## src/hdl/sldf_pkg.sv

```systemverilog
// shared types and constants for the sync, length and checksum deframer
package sldf_pkg;

    // result event codes
    typedef enum logic [2:0] {
        EV_PAYLOAD  = 3'd0,
        EV_ACCEPT   = 3'd1,
        EV_MISMATCH = 3'd2,
        EV_TOO_LONG = 3'd3,
        EV_ZERO_LEN = 3'd4,
        EV_TIMEOUT  = 3'd5
    } event_t;

    // configuration register indexes
    localparam int CFG_INDEX_W = 2;
    typedef enum logic [CFG_INDEX_W-1:0] {
        CFG_ENABLE       = 2'd0,
        CFG_MAX_LENGTH   = 2'd1,
        CFG_BYTE_TIMEOUT = 2'd2
    } cfg_index_t;

    localparam int CFG_DATA_W = 16;

    // input item kinds
    localparam logic KIND_BYTE = 1'b0;
    localparam logic KIND_TICK = 1'b1;

    // framing constants
    localparam logic [7:0] SYNC_FIRST  = 8'hFF;
    localparam logic [7:0] SYNC_SECOND = 8'h55;
    localparam logic [8:0] CHECK_BASE  = 9'h100;

    // register reset values
    localparam logic        ENABLE_RESET       = 1'b1;
    localparam logic [7:0]  MAX_LENGTH_RESET   = 8'd255;
    localparam logic [15:0] BYTE_TIMEOUT_RESET = 16'd1000;

endpackage

```

## src/hdl/sync_length_checksum_deframer.sv

```systemverilog
// serial byte deframer with two-byte sync, length byte, checksum and timeout
//
// Each input item is either a received byte or a timer tick. The block hunts
// for the bytes 0xFF 0x55, takes the next byte as payload length, passes each
// payload byte out with its index, then reports accept or checksum mismatch on
// the checksum byte; a bad length or too many idle ticks aborts the packet.
// An item passes from the input register through the state update into the
// output register. One item can be accepted every cycle while the output is
// not stalled; the input register lets one more item in while a finished
// result waits in the output register. Configuration is taken on every cycle
// (cfg_ready is always high); writes to unknown indexes are ignored.
module sync_length_checksum_deframer
(
    input  logic                               clk,
    input  logic                               rst_n,
    // input items
    input  logic                               s_tvalid,
    output logic                               s_tready,
    input  logic [7:0]                         s_tdata,   // data[7:0]
    input  logic [0:0]                         s_tuser,   // kind[0]
    // result items
    output logic                               m_tvalid,
    input  logic                               m_tready,
    // payload_byte[7:0], position[15:8], packet_length[23:16],
    // computed_checksum[31:24]
    output logic [31:0]                        m_tdata,
    output logic [2:0]                         m_tuser,   // event_res[2:0]
    // configuration writes
    input  logic                               cfg_valid,
    output logic                               cfg_ready,
    input  logic [sldf_pkg::CFG_INDEX_W-1:0]   cfg_index,
    input  logic [sldf_pkg::CFG_DATA_W-1:0]    cfg_data
);
    import sldf_pkg::*;

    // configuration registers
    logic        enable_reg;
    logic [7:0]  max_length_reg;
    logic [15:0] byte_timeout_reg;

    // input register
    logic        in_valid_reg;
    logic        in_kind_reg;
    logic [7:0]  in_data_reg;

    // deframer state
    logic        in_packet_reg,       in_packet_next;
    logic [7:0]  previous_byte_reg,   previous_byte_next;
    logic [7:0]  expected_length_reg, expected_length_next;
    logic [7:0]  byte_count_reg,      byte_count_next;
    logic [7:0]  running_sum_reg,     running_sum_next;
    logic [15:0] idle_ticks_reg,      idle_ticks_next;

    // output register
    logic        out_valid_reg,  out_valid_next;
    event_t      out_event_reg,  out_event_next;
    logic [7:0]  out_byte_reg,   out_byte_next;
    logic [7:0]  out_pos_reg,    out_pos_next;
    logic [7:0]  out_len_reg,    out_len_next;
    logic [7:0]  out_chk_reg,    out_chk_next;

    logic        advance;
    logic        has_result;
    logic [16:0] ticks_inc;
    logic [7:0]  checksum;

    assign advance   = in_valid_reg && (!out_valid_reg || m_tready);
    assign s_tready  = !in_valid_reg || advance;
    assign cfg_ready = 1'b1;

    assign ticks_inc = {1'b0, idle_ticks_reg} + 17'd1;
    assign checksum  = 8'(CHECK_BASE - {1'b0, running_sum_reg});

    // configuration writes
    always_ff @(posedge clk or negedge rst_n)
    begin
        if (!rst_n)
        begin
            enable_reg       <= ENABLE_RESET;
            max_length_reg   <= MAX_LENGTH_RESET;
            byte_timeout_reg <= BYTE_TIMEOUT_RESET;
        end
        else if (cfg_valid && cfg_ready)
        begin
            case (cfg_index)
                CFG_ENABLE:       enable_reg       <= cfg_data[0];
                CFG_MAX_LENGTH:   max_length_reg   <= cfg_data[7:0];
                CFG_BYTE_TIMEOUT: byte_timeout_reg <= cfg_data[15:0];
                default:          ;
            endcase
        end
    end

    // input register
    always_ff @(posedge clk or negedge rst_n)
    begin
        if (!rst_n)
        begin
            in_valid_reg <= 1'b0;
        end
        else if (s_tready)
        begin
            in_valid_reg <= s_tvalid;
        end
    end

    always_ff @(posedge clk)
    begin
        if (s_tvalid && s_tready)
        begin
            in_kind_reg <= s_tuser[0];
            in_data_reg <= s_tdata;
        end
    end

    // state update and result for the item in the input register
    always_comb
    begin
        in_packet_next       = in_packet_reg;
        previous_byte_next   = previous_byte_reg;
        expected_length_next = expected_length_reg;
        byte_count_next      = byte_count_reg;
        running_sum_next     = running_sum_reg;
        idle_ticks_next      = idle_ticks_reg;
        has_result           = 1'b0;
        out_event_next       = EV_PAYLOAD;
        out_byte_next        = 8'd0;
        out_pos_next         = 8'd0;
        out_len_next         = expected_length_reg;
        out_chk_next         = 8'd0;

        if (advance && enable_reg)
        begin
            if (in_kind_reg == KIND_TICK)
            begin
                // idle tick inside a packet
                if (in_packet_reg)
                begin
                    if (ticks_inc > {1'b0, byte_timeout_reg})
                    begin
                        in_packet_next = 1'b0;
                        has_result     = 1'b1;
                        out_event_next = EV_TIMEOUT;
                    end
                    else
                    begin
                        idle_ticks_next = ticks_inc[15:0];
                    end
                end
            end
            else
            begin
                previous_byte_next = in_data_reg;
                if (!in_packet_reg)
                begin
                    // sync hunt
                    if (previous_byte_reg == SYNC_FIRST && in_data_reg == SYNC_SECOND)
                    begin
                        in_packet_next       = 1'b1;
                        expected_length_next = 8'd0;
                        byte_count_next      = 8'd0;
                        running_sum_next     = 8'd0;
                        idle_ticks_next      = 16'd0;
                    end
                end
                else
                begin
                    idle_ticks_next = 16'd0;
                    if (expected_length_reg == 8'd0 && byte_count_reg == 8'd0)
                    begin
                        // length byte
                        expected_length_next = in_data_reg;
                        out_len_next         = in_data_reg;
                        if (in_data_reg > max_length_reg)
                        begin
                            in_packet_next = 1'b0;
                            has_result     = 1'b1;
                            out_event_next = EV_TOO_LONG;
                        end
                        else if (in_data_reg == 8'd0)
                        begin
                            in_packet_next = 1'b0;
                            has_result     = 1'b1;
                            out_event_next = EV_ZERO_LEN;
                        end
                        else
                        begin
                            running_sum_next = in_data_reg;
                        end
                    end
                    else if (byte_count_reg < expected_length_reg)
                    begin
                        // payload byte
                        has_result       = 1'b1;
                        out_event_next   = EV_PAYLOAD;
                        out_byte_next    = in_data_reg;
                        out_pos_next     = byte_count_reg;
                        running_sum_next = running_sum_reg + in_data_reg;
                        byte_count_next  = byte_count_reg + 8'd1;
                    end
                    else
                    begin
                        // checksum byte
                        in_packet_next = 1'b0;
                        has_result     = 1'b1;
                        out_event_next = (checksum == in_data_reg) ? EV_ACCEPT : EV_MISMATCH;
                        out_byte_next  = in_data_reg;
                        out_chk_next   = checksum;
                    end
                end
            end
        end
    end

    // output valid
    always_comb
    begin
        if (advance && has_result)
        begin
            out_valid_next = 1'b1;
        end
        else if (m_tready)
        begin
            out_valid_next = 1'b0;
        end
        else
        begin
            out_valid_next = out_valid_reg;
        end
    end

    // state and output valid registers
    always_ff @(posedge clk or negedge rst_n)
    begin
        if (!rst_n)
        begin
            in_packet_reg       <= 1'b0;
            previous_byte_reg   <= 8'd0;
            expected_length_reg <= 8'd0;
            byte_count_reg      <= 8'd0;
            running_sum_reg     <= 8'd0;
            idle_ticks_reg      <= 16'd0;
            out_valid_reg       <= 1'b0;
        end
        else
        begin
            in_packet_reg       <= in_packet_next;
            previous_byte_reg   <= previous_byte_next;
            expected_length_reg <= expected_length_next;
            byte_count_reg      <= byte_count_next;
            running_sum_reg     <= running_sum_next;
            idle_ticks_reg      <= idle_ticks_next;
            out_valid_reg       <= out_valid_next;
        end
    end

    // result payload register
    always_ff @(posedge clk)
    begin
        if (advance && has_result)
        begin
            out_event_reg <= out_event_next;
            out_byte_reg  <= out_byte_next;
            out_pos_reg   <= out_pos_next;
            out_len_reg   <= out_len_next;
            out_chk_reg   <= out_chk_next;
        end
    end

    assign m_tvalid = out_valid_reg;
    assign m_tuser  = out_event_reg;
    assign m_tdata  = {out_chk_reg, out_len_reg, out_pos_reg, out_byte_reg};

    // any verdict or abort closes the packet
    assert property (@(posedge clk) disable iff (!rst_n)
        (advance && has_result && out_event_next != EV_PAYLOAD) |=> !in_packet_reg)
        else $error("packet still open after a verdict or abort");

    // payload count never passes the length
    assert property (@(posedge clk) disable iff (!rst_n)
        in_packet_reg |-> (byte_count_reg <= expected_length_reg))
        else $error("byte count beyond packet length");

    // a payload result carries an index inside the packet
    assert property (@(posedge clk) disable iff (!rst_n)
        (out_valid_reg && out_event_reg == EV_PAYLOAD) |-> (out_pos_reg < out_len_reg))
        else $error("payload index outside packet");

    // accept means the checksum byte matched
    assert property (@(posedge clk) disable iff (!rst_n)
        (out_valid_reg && out_event_reg == EV_ACCEPT) |-> (out_byte_reg == out_chk_reg))
        else $error("accept with mismatched checksum");

endmodule
```

## config.mk

```make
export PLATFORM = sky130hd
export DESIGN_NAME = sync_length_checksum_deframer
export DESIGN_NICKNAME = d
export VERILOG_FILES = /design/src/hdl/sldf_pkg.sv /design/src/hdl/sync_length_checksum_deframer.sv
export SDC_FILE = /design/constraint.sdc
export NUM_CORES = 1
export LEC_CHECK = 0
export ABC_AREA = 1
export BUFFER_PORTS_ARGS = -buffer_cell sky130_fd_sc_hd__buf_2
export CORE_ASPECT_RATIO = 0.8
export CORE_UTILIZATION = 25
export CTS_CLUSTER_DIAMETER = 100
export DETAILED_ROUTE_END_ITERATION = 10
export PLACE_DENSITY = 0.5
export SLEW_MARGIN = 20
export SYNTH_ARGS = -nofsm -noshare
export SYNTH_HDL_FRONTEND = slang
export SYNTH_SLANG_ARGS = --single-unit
```

## constraint.sdc

```tcl
create_clock -name clk -period 9.4 [get_ports clk]
set_input_delay 0.94 -clock clk [delete_from_list [all_inputs] [get_ports clk]]
set_output_delay 0.94 -clock clk [all_outputs]
set_load 0.01 [all_outputs]
```

==> impl_metrics.tcl <==
set metrics [dict create \
    synth-xor-area-share_pct 3.71 \
    die-width_um 184 \
    die_h_um 147 \
    avgRoutedWirePerCell_um 14.4 \
    synth_compound_area_share_pct 8.98 \
    viasPerCell 4.28 \
    setup_viol 0 \
    fin_skew_ns 0.0107 \
    setup_tns_ns 0 \
    grt_max_degree 77 \
    gp_congestion 0.783 \
    synth_top_family_by_area "simple AND/OR/NAND/NOR gates" \
    cp_slowest_cell "buf_4" \
    fmax_mhz 298 \
    period_minus_slack_ns 3.35 \
    drtIter0Drc 403 \
    synth-simple-area-share_pct 22.2 \
    path_class "register to register" \
    rsz0062_at_grt "no" \
    firstDrtPassIters 5 \
    yosys.area_share.adder_pct 8.26 \
    p_leak_uw 0.00363 \
    yosys.area.top_type "dfrtp_1" \
    timing.critical_path.arrival_ns 3.41 \
    antenna_found_initial 0 \
    power_uw 1300 \
    hold_viol_final 0 \
    cp-start-kind "register" \
    powerDensity_nw_per_um2 166 \
    hp-class "register to register" \
    clockRootBuffer "clkbuf_16" \
    path_common_cell "nand2_1" \
    synth_mux_area_share_pct 0 \
    syn_inst 759 \
    yosysSeqAreaShare_pct 49.1 \
    synth_seq_cells 120 \
    drc 0 \
    fin_crit_sh_pct 35.7 \
    status "finished clean" \
    drv_cap 0 \
    crit_chain "ha_1 > nand3_2 > nor3_4 > nand2_2 > nor2_2 > nand2_1 > xnor2_1 > ha_1 > nand2_1 > inv_1 > nand3_2 > nor2_1 > nand3_1 > nand3_4 > nand3_1 > nand2_1 > buf_4" \
    synth_area_per_cell_um2 8.71 \
    htree_levels 4 \
    yosys_warnings 0 \
    n_fill_cell 2784 \
    cts.path.max_buffers 2 \
    ys_top_cells_by_count "nand2_1 (165), inv_1 (102), nor2_1 (62)" \
    whs_ns 0.484 \
    synth-edff-count 44 \
    core_um2 25600 \
    start_util_pct 25.8 \
    routed_wl_mm 17.3 \
    grt_usage_pct 13.7 \
    grt_pass1_wl_mm 27.9 \
    drv_slew 0 \
    post-dp-hpwl_mm 13.0 \
    postCtsSetupBuffers 0 \
    synth_top_area_share_pct 23.1 \
    max_stage_delay_ns 0.41 \
    synth_nets 834 \
    peakVddDrop_uv 131 \
    area_growth_pct 18.9 \
    diodes 0 \
    crit_buf_inv 2 \
    cts_hold_buf 0 \
    synth_area_um2 6610 \
    worst_pin_slew_ns 0.864 \
    ys.flop_type "dfrtp_1" \
    numClockSinks 120 \
    path_clk_slew_ns 0.06 \
    cts.repair.resized 0 \
    pin_count 70 \
    critical_path_required_ns 9.46 \
    cts_made_buffers 17 \
    grt_pass1_vias 4979 \
    cp-end-kind "register" \
    yosysMostFrequentCell "nand2_1" \
    drive_gt1_share_pct 16.1 \
    nets 907 \
    async_flop_share_pct 63.3 \
    overflow 0 \
    synth_cell_types 38 \
    portBuffers 68 \
    cts_tree "done" \
    path_delay_family "simple AND/OR/NAND/NOR gates" \
    clk_latency_ns 0.42 \
    num_rows 52 \
    die_area_um2 27100 \
    via_count 5123 \
    worstPathMaxFanout 35 \
    maxSlewHeadroom_pct 42.3 \
    ant_nets 0 \
    yosys-top-cells-area "dfrtp_1 (23%), edfxtp_1 (20%), nand2_1 (9.4%)" \
]
per-stage QoR:
stage	util [%]	cell area [um2]	worst slack (ns)	instances
floorplan	-	6610	5.99	759
global placement	28.5	7320	6.12	1164
detailed placement	28.5	7320	6.02	1164
CTS	30.6	7860	5.99	1196
global route	30.7	7860	5.68	1196
finish	30.7	7860	6.05	1196
metal layers:
metal  global-route usage [%]  vias to the layer above  part of all wire [%]  wire, um
li1                         -                     2634                     -         -
met1                     21.4                     2343                    56      9590
met2                     17.7                      127                    37      6440
met3                     3.57                       19                   5.8       995
met4                     4.42                        0                   1.4       245
met5                        0                        -                     0         0
worst reg2reg max path: stages, from the launching register on:
cell,delay (ns)
dfrtp_1,0.40
ha_1,0.23
nand3_2,0.16
nor3_4,0.25
nand2_2,0.08
nor2_2,0.11
nand2_1,0.07
xnor2_1,0.15
ha_1,0.30
nand2_1,0.05
inv_1,0.09
nand3_2,0.08
nor2_1,0.13
nand3_1,0.13
nand3_4,0.10
nand3_1,0.13
nand2_1,0.09
buf_4,0.41
power breakdown:
| part | internal [uW] | switching [uW] |
|---|---|---|
| registers | 581 | 20.1 |
| logic | 37.1 | 66.0 |
| clock network | 372 | 226 |
kinds of logic (layout without fill, tap and decap cells):
kind of cell / count (synthesis) / in the layout
simple gates: 332 / 332
buf+inv: 127 / 213
fa+ha+maj: 43 / 43
xor+xnor: 28 / 28
flops: 120 / 120
compound gates: 108 / 108
other cells: 1 / 1
final timing paths:
check                      slack, ns  cells after the start                              end                             from
hold reg to reg                 0.48                      2  byte_timeout_reg[1]$_DFFE_PN0P_  byte_timeout_reg[1]$_DFFE_PN0P_
hold / removal                  0.48                      2  byte_timeout_reg[1]$_DFFE_PN0P_  byte_timeout_reg[1]$_DFFE_PN0P_
max in group asynchronous       8.30                      1   idle_ticks_reg[15]$_DFFE_PN0P_                            rst_n
min in group asynchronous       0.54                      1    idle_ticks_reg[9]$_DFFE_PN0P_                            rst_n
setup / recovery                6.05                     17     out_pos_reg[0]$_SDFFCE_PP0P_    idle_ticks_reg[0]$_DFFE_PN0P_
setup reg to reg                6.05                     17     out_pos_reg[0]$_SDFFCE_PP0P_    idle_ticks_reg[0]$_DFFE_PN0P_
area by class of cell:
| class | count | area [um2] | area share, % |
|---|---|---|---|
| clock inverters | 4 | 21.3 | 0.271 |
| well taps | 351 | 439 | 5.59 |
| flip-flops and latches | 120 | 3240 | 41.3 |
| inverters | 110 | 413 | 5.25 |
| clock buffers | 28 | 518 | 6.59 |
| repair buffers | 71 | 369 | 4.70 |
| multi-input cells | 512 | 2860 | 36.3 |
cell usage in the layout (no fill, tap or decap), types with 4 or more instances in the layout:
cell type / netlist / layout
dfrtp_1: 61 / 61
edfxtp_1: 44 / 44
nand2_2: 6 / 6
nor3_1: 11 / 11
nand4_1: 19 / 19
a21oi_1: 28 / 28
clkbuf_1: 7 / 7
nand2_1: 165 / 165
nand3_1: 55 / 55
buf_2: 5 / 67
o21ai_0: 61 / 61
xor2_1: 20 / 20
inv_1: 102 / 102
nor2_1: 62 / 62
clkbuf_16: 0 / 18
inv_2: 8 / 8
nor2_2: 4 / 4
dfstp_2: 15 / 15
xnor2_1: 8 / 8
ha_1: 42 / 42
o211ai_1: 11 / 11
Power figures use the tool's default switching activity.
